File: src/rmvs_pkg.sv
// types and constants shared by the running statistics block
package rmvs_pkg;

  // fraction bits of the sample format; the arithmetic itself does not depend on it
  localparam int FRAC_BITS = 16;

  typedef struct packed {
    logic               action;
    logic signed [31:0] sample;
  } in_item_t;

  typedef struct packed {
    logic        [31:0] sample_count;
    logic signed [63:0] value_sum;
    logic signed [31:0] running_mean;
    logic        [62:0] unbiased_variance;
    logic signed [31:0] largest;
    logic signed [31:0] smallest;
  } out_item_t;

  typedef enum logic [3:0] {
    ST_IDLE,
    ST_UPDATE,
    ST_MDIV_START,
    ST_MDIV_WAIT,
    ST_MEAN,
    ST_MUL,
    ST_ACC,
    ST_VDIV_START,
    ST_VDIV_WAIT,
    ST_OUT
  } state_t;

  // commands from controller to datapath
  typedef struct packed {
    logic load;
    logic update;
    logic mdiv_start;
    logic mean;
    logic mul;
    logic acc;
    logic vdiv_start;
    logic vdiv_take;
  } cmd_t;

  typedef struct packed {
    logic first;
    logic clear;
    logic div_done;
  } status_t;

endpackage

File: src/rmvs_div.sv
// iterative unsigned restoring divider, one quotient bit per cycle
module rmvs_div (
  input  logic        clk,
  input  logic        rst_n,
  input  logic        start,
  input  logic [63:0] dividend,
  input  logic [31:0] divisor,
  output logic        done,
  output logic [63:0] quotient
);

  logic [63:0] q_r, q_nxt;
  logic [32:0] rem_r, rem_nxt;
  logic [31:0] d_r, d_nxt;
  logic [6:0]  cnt_r, cnt_nxt;
  logic        busy_r, busy_nxt;
  logic        done_r, done_nxt;
  logic [33:0] trial;
  logic [32:0] shifted;

  always_comb begin
    shifted  = {rem_r[31:0], q_r[63]};
    trial    = {1'b0, shifted} - {2'b00, d_r};
    q_nxt    = q_r;
    rem_nxt  = rem_r;
    d_nxt    = d_r;
    cnt_nxt  = cnt_r;
    busy_nxt = busy_r;
    done_nxt = 1'b0;
    if (start) begin
      q_nxt    = dividend;
      rem_nxt  = '0;
      d_nxt    = divisor;
      cnt_nxt  = 7'd64;
      busy_nxt = 1'b1;
    end else if (busy_r) begin
      if (!trial[33]) begin
        rem_nxt = trial[32:0];
        q_nxt   = {q_r[62:0], 1'b1};
      end else begin
        rem_nxt = shifted;
        q_nxt   = {q_r[62:0], 1'b0};
      end
      cnt_nxt = cnt_r - 7'd1;
      if (cnt_r == 7'd1) begin
        busy_nxt = 1'b0;
        done_nxt = 1'b1;
      end
    end
  end

  always_ff @(posedge clk) begin
    if (!rst_n) begin
      busy_r <= 1'b0;
      done_r <= 1'b0;
      cnt_r  <= '0;
    end else begin
      busy_r <= busy_nxt;
      done_r <= done_nxt;
      cnt_r  <= cnt_nxt;
    end
    q_r   <= q_nxt;
    rem_r <= rem_nxt;
    d_r   <= d_nxt;
  end

  assign done     = done_r;
  assign quotient = q_r;

endmodule

File: src/rmvs_datapath.sv
// statistics registers, update arithmetic and shared divider
module rmvs_datapath #(
  parameter int COUNT_WIDTH = 32
) (
  input  logic                clk,
  input  logic                rst_n,
  input  rmvs_pkg::cmd_t      cmd,
  input  rmvs_pkg::in_item_t  in_item,
  output rmvs_pkg::status_t   status,
  output rmvs_pkg::out_item_t result
);

  localparam logic [COUNT_WIDTH-1:0] CountMax = '1;
  localparam logic signed [63:0] SumMax = 64'sh7FFF_FFFF_FFFF_FFFF;
  localparam logic signed [63:0] SumMin = 64'sh8000_0000_0000_0000;

  logic [COUNT_WIDTH-1:0] count_r, count_nxt;
  logic signed [63:0]     sum_r, sum_nxt;
  logic signed [31:0]     mean_r, max_r, min_r;
  logic [63:0]            svar_r;
  logic [62:0]            var_r;
  logic signed [31:0]     x_r;
  logic                   act_r;
  logic signed [32:0]     delta_r, delta2_r;
  logic [63:0]            prod_r;
  logic                   dneg_r;
  logic [63:0]            div_dividend;
  logic [31:0]            div_divisor;
  logic                   div_done;
  logic [63:0]            div_q;
  logic signed [63:0]     sum_add;
  logic signed [32:0]     nm;
  logic signed [32:0]     qs;
  logic [32:0]            dmag;
  logic [64:0]            acc_sum;
  logic [COUNT_WIDTH-1:0] cm1;

  always_comb begin
    count_nxt = (count_r == CountMax) ? count_r : count_r + 1'b1;
    sum_add   = sum_r + 64'(x_r);
    sum_nxt   = sum_add;
    if (x_r > 0 && sum_r > 0 && sum_add < 0) sum_nxt = SumMax;
    if (x_r < 0 && sum_r < 0 && sum_add >= 0) sum_nxt = SumMin;
    dmag      = delta_r[32] ? 33'(-delta_r) : 33'(delta_r);
    qs        = dneg_r ? -$signed(div_q[32:0]) : $signed(div_q[32:0]);
    nm        = 33'(mean_r) + qs;
    acc_sum   = {1'b0, svar_r} + {1'b0, prod_r};
    cm1       = count_r - 1'b1;
    div_dividend = cmd.vdiv_start ? svar_r : {31'b0, dmag};
    div_divisor  = cmd.vdiv_start ? 32'(cm1) : 32'(count_r);
  end

  rmvs_div u_div (
    .clk      (clk),
    .rst_n    (rst_n),
    .start    (cmd.mdiv_start | cmd.vdiv_start),
    .dividend (div_dividend),
    .divisor  (div_divisor),
    .done     (div_done),
    .quotient (div_q)
  );

  always_ff @(posedge clk) begin
    if (!rst_n) begin
      count_r <= '0;
      sum_r   <= '0;
      mean_r  <= '0;
      svar_r  <= '0;
      max_r   <= '0;
      min_r   <= '0;
      var_r   <= '0;
    end else begin
      if (cmd.update) begin
        if (act_r) begin
          count_r <= '0;
          sum_r   <= '0;
          mean_r  <= '0;
          svar_r  <= '0;
          max_r   <= '0;
          min_r   <= '0;
        end else begin
          count_r <= count_nxt;
          sum_r   <= sum_nxt;
          if (count_nxt == COUNT_WIDTH'(1)) begin
            mean_r <= x_r;
            svar_r <= '0;
            max_r  <= x_r;
            min_r  <= x_r;
          end else begin
            if (x_r > max_r) max_r <= x_r;
            if (x_r < min_r) min_r <= x_r;
          end
        end
      end
      if (cmd.mean) mean_r <= nm[31:0];
      if (cmd.acc) svar_r <= acc_sum[64] ? '1 : acc_sum[63:0];
      if (cmd.vdiv_take) var_r <= div_q[62:0];
      if (cmd.update) var_r <= '0;
    end
    if (cmd.load) begin
      x_r   <= in_item.sample;
      act_r <= in_item.action;
    end
    if (cmd.update) begin
      delta_r <= 33'(x_r) - 33'(mean_r);
      dneg_r  <= (33'(x_r) - 33'(mean_r)) < 0;
    end
    if (cmd.mean) delta2_r <= 33'(x_r) - nm;
    if (cmd.mul) prod_r <= 64'(dmag[31:0]) * 64'(delta2_r[32] ? 33'(-delta2_r) : delta2_r);
  end

  assign status.first    = (count_r < COUNT_WIDTH'(2));
  assign status.clear    = act_r;
  assign status.div_done = div_done;

  assign result.sample_count      = 32'(count_r);
  assign result.value_sum         = sum_r;
  assign result.running_mean      = mean_r;
  assign result.unbiased_variance = var_r;
  assign result.largest           = max_r;
  assign result.smallest          = min_r;

endmodule

File: src/rmvs_ctrl.sv
// sequencing state machine for one item
module rmvs_ctrl (
  input  logic              clk,
  input  logic              rst_n,
  input  logic              in_valid,
  output logic              in_ready,
  output logic              out_valid,
  input  logic              out_ready,
  input  rmvs_pkg::status_t status,
  output rmvs_pkg::cmd_t    cmd
);

  rmvs_pkg::state_t state_r, state_nxt;

  always_comb begin
    state_nxt = state_r;
    unique case (state_r)
      rmvs_pkg::ST_IDLE:       if (in_valid) state_nxt = rmvs_pkg::ST_UPDATE;
      rmvs_pkg::ST_UPDATE:     state_nxt = rmvs_pkg::ST_MDIV_START;
      rmvs_pkg::ST_MDIV_START:
        state_nxt = (status.clear || status.first) ? rmvs_pkg::ST_OUT
                                                   : rmvs_pkg::ST_MDIV_WAIT;
      rmvs_pkg::ST_MDIV_WAIT:  if (status.div_done) state_nxt = rmvs_pkg::ST_MEAN;
      rmvs_pkg::ST_MEAN:       state_nxt = rmvs_pkg::ST_MUL;
      rmvs_pkg::ST_MUL:        state_nxt = rmvs_pkg::ST_ACC;
      rmvs_pkg::ST_ACC:        state_nxt = rmvs_pkg::ST_VDIV_START;
      rmvs_pkg::ST_VDIV_START: state_nxt = rmvs_pkg::ST_VDIV_WAIT;
      rmvs_pkg::ST_VDIV_WAIT:  if (status.div_done) state_nxt = rmvs_pkg::ST_OUT;
      rmvs_pkg::ST_OUT:        if (out_ready) state_nxt = rmvs_pkg::ST_IDLE;
      default:                 state_nxt = rmvs_pkg::ST_IDLE;
    endcase
  end

  always_comb begin
    cmd        = '0;
    in_ready   = 1'b0;
    out_valid  = 1'b0;
    unique case (state_r)
      rmvs_pkg::ST_IDLE: begin
        in_ready = 1'b1;
        cmd.load = in_valid;
      end
      rmvs_pkg::ST_UPDATE:     cmd.update = 1'b1;
      // divider starts only when a mean step is needed
      rmvs_pkg::ST_MDIV_START: cmd.mdiv_start = !(status.clear || status.first);
      rmvs_pkg::ST_MEAN:       cmd.mean = 1'b1;
      rmvs_pkg::ST_MUL:        cmd.mul = 1'b1;
      rmvs_pkg::ST_ACC:        cmd.acc = 1'b1;
      rmvs_pkg::ST_VDIV_START: cmd.vdiv_start = 1'b1;
      rmvs_pkg::ST_VDIV_WAIT:  cmd.vdiv_take = status.div_done;
      rmvs_pkg::ST_OUT:        out_valid = 1'b1;
      default: ;
    endcase
  end

  always_ff @(posedge clk) begin
    if (!rst_n) state_r <= rmvs_pkg::ST_IDLE;
    else        state_r <= state_nxt;
  end

endmodule

File: src/running_mean_variance_stats.sv
// top level of the running mean and variance statistics block
// Each item observes one signed fixed-point sample or clears all statistics,
// and yields one result with count, sum, mean, unbiased variance, max and min.
// An observed sample after the first makes two passes through one shared
// 64-step shift-subtract divider (the mean step, then the variance over count
// minus one) before its result is offered; the first sample and a clear skip
// both divisions. One item is in work at a time, and a stalled result holds
// off the input until it is taken.
module running_mean_variance_stats #(
  parameter int COUNT_WIDTH = 32
) (
  input  logic                clk,
  input  logic                rst_n,
  input  logic                in_valid,
  output logic                in_ready,
  input  rmvs_pkg::in_item_t  in_data,
  output logic                out_valid,
  input  logic                out_ready,
  output rmvs_pkg::out_item_t out_data
);

  rmvs_pkg::cmd_t    cmd;
  rmvs_pkg::status_t status;

  rmvs_ctrl u_ctrl (
    .clk       (clk),
    .rst_n     (rst_n),
    .in_valid  (in_valid),
    .in_ready  (in_ready),
    .out_valid (out_valid),
    .out_ready (out_ready),
    .status    (status),
    .cmd       (cmd)
  );

  rmvs_datapath #(
    .COUNT_WIDTH (COUNT_WIDTH)
  ) u_dp (
    .clk     (clk),
    .rst_n   (rst_n),
    .cmd     (cmd),
    .in_item (in_data),
    .status  (status),
    .result  (out_data)
  );

endmodule
File: config.mk
export PLATFORM = sky130hd
export DESIGN_NAME = running_mean_variance_stats
export DESIGN_NICKNAME = d
export VERILOG_FILES = /design/src/rmvs_pkg.sv /design/src/rmvs_div.sv /design/src/rmvs_datapath.sv /design/src/rmvs_ctrl.sv /design/src/running_mean_variance_stats.sv
export SDC_FILE = /design/constraint.sdc
export NUM_CORES = 2
export LEC_CHECK = 0
export ABC_AREA = 1
export BUFFER_PORTS_ARGS = -buffer_cell sky130_fd_sc_hd__buf_2
export CAP_MARGIN = 5
export CORE_ASPECT_RATIO = 0.6
export CORE_MARGIN = 3
export CORE_UTILIZATION = 30
export CTS_BUF_LIST = sky130_fd_sc_hd__clkbuf_8
export DETAILED_ROUTE_END_ITERATION = 8
export HOLD_SLACK_MARGIN = 0.06
export SYNTH_ARGS = -nofsm -noshare
export SYNTH_HDL_FRONTEND = slang
export SYNTH_SLANG_ARGS = --single-unit
export TNS_END_PERCENT = 100
File: constraint.sdc
create_clock -name clk -period 17.8 [get_ports clk]
set_input_delay 2.67 -clock clk [delete_from_list [all_inputs] [get_ports clk]]
set_output_delay 2.67 -clock clk [all_outputs]
set_load 0.01 [all_outputs]
==> impl_metrics.yaml <==
status:
  status: "complete, no violations"
route:
  dr_total_vias: 78290
  ant_nets: 0
  wirelength_um: 385300
  first_pass_iters: 9
  vias_per_cell: 5.260
  drtIter0Drc: 10990
  remaining_drc_errors: 0
  wl_per_cell_um: 25.89
clocking:
  cts_setup_buffers: 0
  cts_num_sinks: 623
  cts_hold_buf: 0
  ctsResizeCount: 0
  clockBufferDepth: 3
  cts_made_buffers: 95
  cts_root_buf: "clkbuf_8"
  h-tree-depth: 3
  clk_pin_slew_ns: 0.07
  clk-insertion-delay-late_ns: 0.84
  cts_tree: "yes"
die:
  dieArea_um2: 280800
  die_h_um: 411.7
  core_um2: 272000
  initial_core_util: 0.3025
  die_x_um: 682.1
  fp-row-count: 148
  io_pins: 294
worst_hold_path:
  hold_class: "flip-flop to flip-flop"
timing:
  tns_ns: 0
  fmax_mhz: 83.55
  grt_setup_unrepaired: "false"
  clock_skew_ns: 0.1277
  finalCritPeriodShare: 0.6724
  max_slew.worst_pin.slew_ns: 1.370
  setup_violations: 0
  maxSlewHeadroom: 0.07696
  timing_hold_violations_final: 0
  finalMaxSlewViolations: 0
  min_period_ns: 11.97
worst_setup_path:
  endpoint: "u_dp.prod_r[37]$_DFFE_PP_"
  critPathSlowestCell: "clkinv_1"
  end_kind: "flip-flop"
  critical_path_arrival_ns: 12.54
  timing.rr.end: "u_dp.prod_r[37]$_DFFE_PP_"
  regToRegSetupSlack_ns: 5.83
  reg2regPathDepth: 30
  crit_top_cell: "fa_1"
  critPathMaxFanout: 21
  crit_type: "flip-flop to flip-flop"
  required_ns: 18.37
  crit_path_start_kind: "flip-flop"
  r2r-start: "u_dp.delta_r[0]$_DFFE_PP_"
  slowest_delay_ns: 1.00
  startpoint: "u_dp.delta_r[0]$_DFFE_PP_"
yosys:
  netlist.area_leader.share: 0.2696
  ys_ff_latch: 623
  yosysSeqAreaShare: 0.1831
  syn_inst: 11000
  netlist_area_um2: 82280
  synthTopCellsByArea: "fa_1 (27%), nand2_1 (11%), inv_1 (9.5%)"
  avgSynthCellArea_um2: 7.478
  synth_nets: 12630
  yosys.area.top_type: "fa_1"
  synth_cell_types: 56
  yosysWarnings: 0
global_routing:
  grt.total_usage: 0.2677
  grt_max_degree: 131
  gr-total-overflow: 0
  grt_pass1_wl_um: 540300
  grt_pass1_vias: 72090
  grt_antenna_before_repair: 11
final_layout:
  areaGrowthSynthToFinish_pct: 9.641
  multiInputGateArea_um2: 58010
  fin_nets: 12830
  fill_cells: 29380
  layout-drive-gt1-share: 0.06306
  seq_area_um2: 15060
job:
  drv_cap: 0
placed_design:
  hpwl_um: 314100
  gp_congestion: 1.085
  portBuffers: 293
[registers in the layout, indices dropped and copies added, names as in the netlist, 33 cells and up]
signal,cells
u_dp.var_r,63
u_dp.delta2_r,33
u_dp.prod_r,64
u_dp.sum_r,64
u_dp.svar_r,64
u_dp.u_div.quotient,64
[cells in the mapped netlist (all sizes together)]
cell	n
o31ai	4
o211ai	37
or3	3
or2	28
buf	105
and2	1
a211oi	8
nor2	1265
ha	481
dfxtp	364
o21a	19
a21boi	19
o21bai	36
nand3b	16
a311oi	1
nand4	69
o221ai	19
o221a	2
a221oi	5
o2111a	1
a31oi	46
clkinv	16
o21ai	513
a21oi	715
o22ai	15
and3b	1
o2111ai	1
edfxtp	259
xor2	247
a21o	43
fa	1108
clkbuf	249
nand2	2392
xnor2	111
and3	2
o31a	1
nand2b	1
a2111oi	2
o311ai	2
a22o	31
nor4	54
nor3	111
inv	2095
nand3	505
[worst min-delay path by stage]
stage / slack [ns] / end / cells past startpoint / startpoint
after floorplan: 0.44 / u_dp.u_div.rem_r[31]$_SDFFE_PN0P_ / 2 / u_dp.u_div.rem_r[31]$_SDFFE_PN0P_
after global placement: 0.43 / u_dp.var_r[53]$_SDFFE_PP0P_ / 2 / u_dp.var_r[53]$_SDFFE_PP0P_
after detailed placement: 0.43 / u_dp.var_r[42]$_SDFFE_PP0P_ / 2 / u_dp.var_r[42]$_SDFFE_PP0P_
after CTS: 0.44 / u_dp.var_r[42]$_SDFFE_PP0P_ / 2 / u_dp.var_r[42]$_SDFFE_PP0P_
after global routing: 0.46 / u_dp.var_r[52]$_SDFFE_PP0P_ / 2 / u_dp.var_r[52]$_SDFFE_PP0P_
final: 0.44 / u_dp.var_r[41]$_SDFFE_PP0P_ / 2 / u_dp.var_r[41]$_SDFFE_PP0P_
[area by class of cell]
type,instances,share of cell area
multi-input cells,7915,0.6431
flip-flops and latches,623,0.1670
inverters,2111,0.08786
well taps,3600,0.04993
repair buffers,454,0.02997
clock buffers,110,0.01678
clock inverters,62,0.005132
diodes,9,0.0002496
[critical path, delay by kind of cell, from the launching register on]
kind | cells | cell delay (ns)
AO/OA/AOI/OAI | 4 | 1.32
XOR/XNOR | 1 | 0.34
adder cells (fa/ha/maj) | 10 | 4.91
buffers and inverters | 7 | 2.19
flip-flops | 1 | 0.36
AND/OR/NAND/NOR | 8 | 2.58
[kinds of logic after synthesis]
| family | share of synthesized area |
|---|---|
| xor+xnor | 0.03811 |
| fa+ha+maj | 0.3427 |
| buf+inv | 0.1153 |
| simple gates | 0.2193 |
| compound gates | 0.1015 |
| flops | 0.1831 |
[per-stage QoR]
| step | utilization | setup WS [ns] | cell area [um^2] | cells | hold slack, ns |
|---|---|---|---|---|---|
| 3_5_place_dp | 0.3240 | 6.253 | 88140 | 14700 | 0.4342 |
| 6_report | 0.3316 | 5.831 | 90210 | 14880 | 0.4408 |
| 5_1_grt | 0.3316 | 5.502 | 90190 | 14880 | 0.4560 |
| 4_1_cts | 0.3313 | 6.293 | 90120 | 14870 | 0.4446 |
| 2_1_floorplan | - | 8.785 | 82280 | 11000 | 0.4446 |
| 3_3_place_gp | 0.3240 | 6.345 | 88140 | 14700 | 0.4306 |
[cells in the final DEF, fill, tap and decap left out, types with 28 or more instances in the layout]
master,n
nand2_1,2378
inv_1,2095
nor2_1,1249
fa_1,1108
a21oi_1,714
o21ai_0,500
nand3_1,499
ha_1,481
dfxtp_1,364
buf_2,294
edfxtp_1,259
xor2_1,234
buf_4,154
clkbuf_8,110
xnor2_1,109
nor3_1,107
nand4_1,69
nor4_1,51
a31oi_1,46
a21o_1,43
o211ai_1,37
o21bai_1,36
a22o_1,31
or2_2,28
[per-layer routing]
metal,track usage,share of wire,up-vias
met5,0.01323,0.0012,-
met4,0.03671,0.016,16
met3,0.1816,0.20,383
met2,0.2962,0.32,5241
met1,0.4070,0.47,38000
li1,-,-,34640
Power is left out: the tool's default activity adds up to more than one toggle a clock period on the data nets, which glitch-free logic cannot reach.
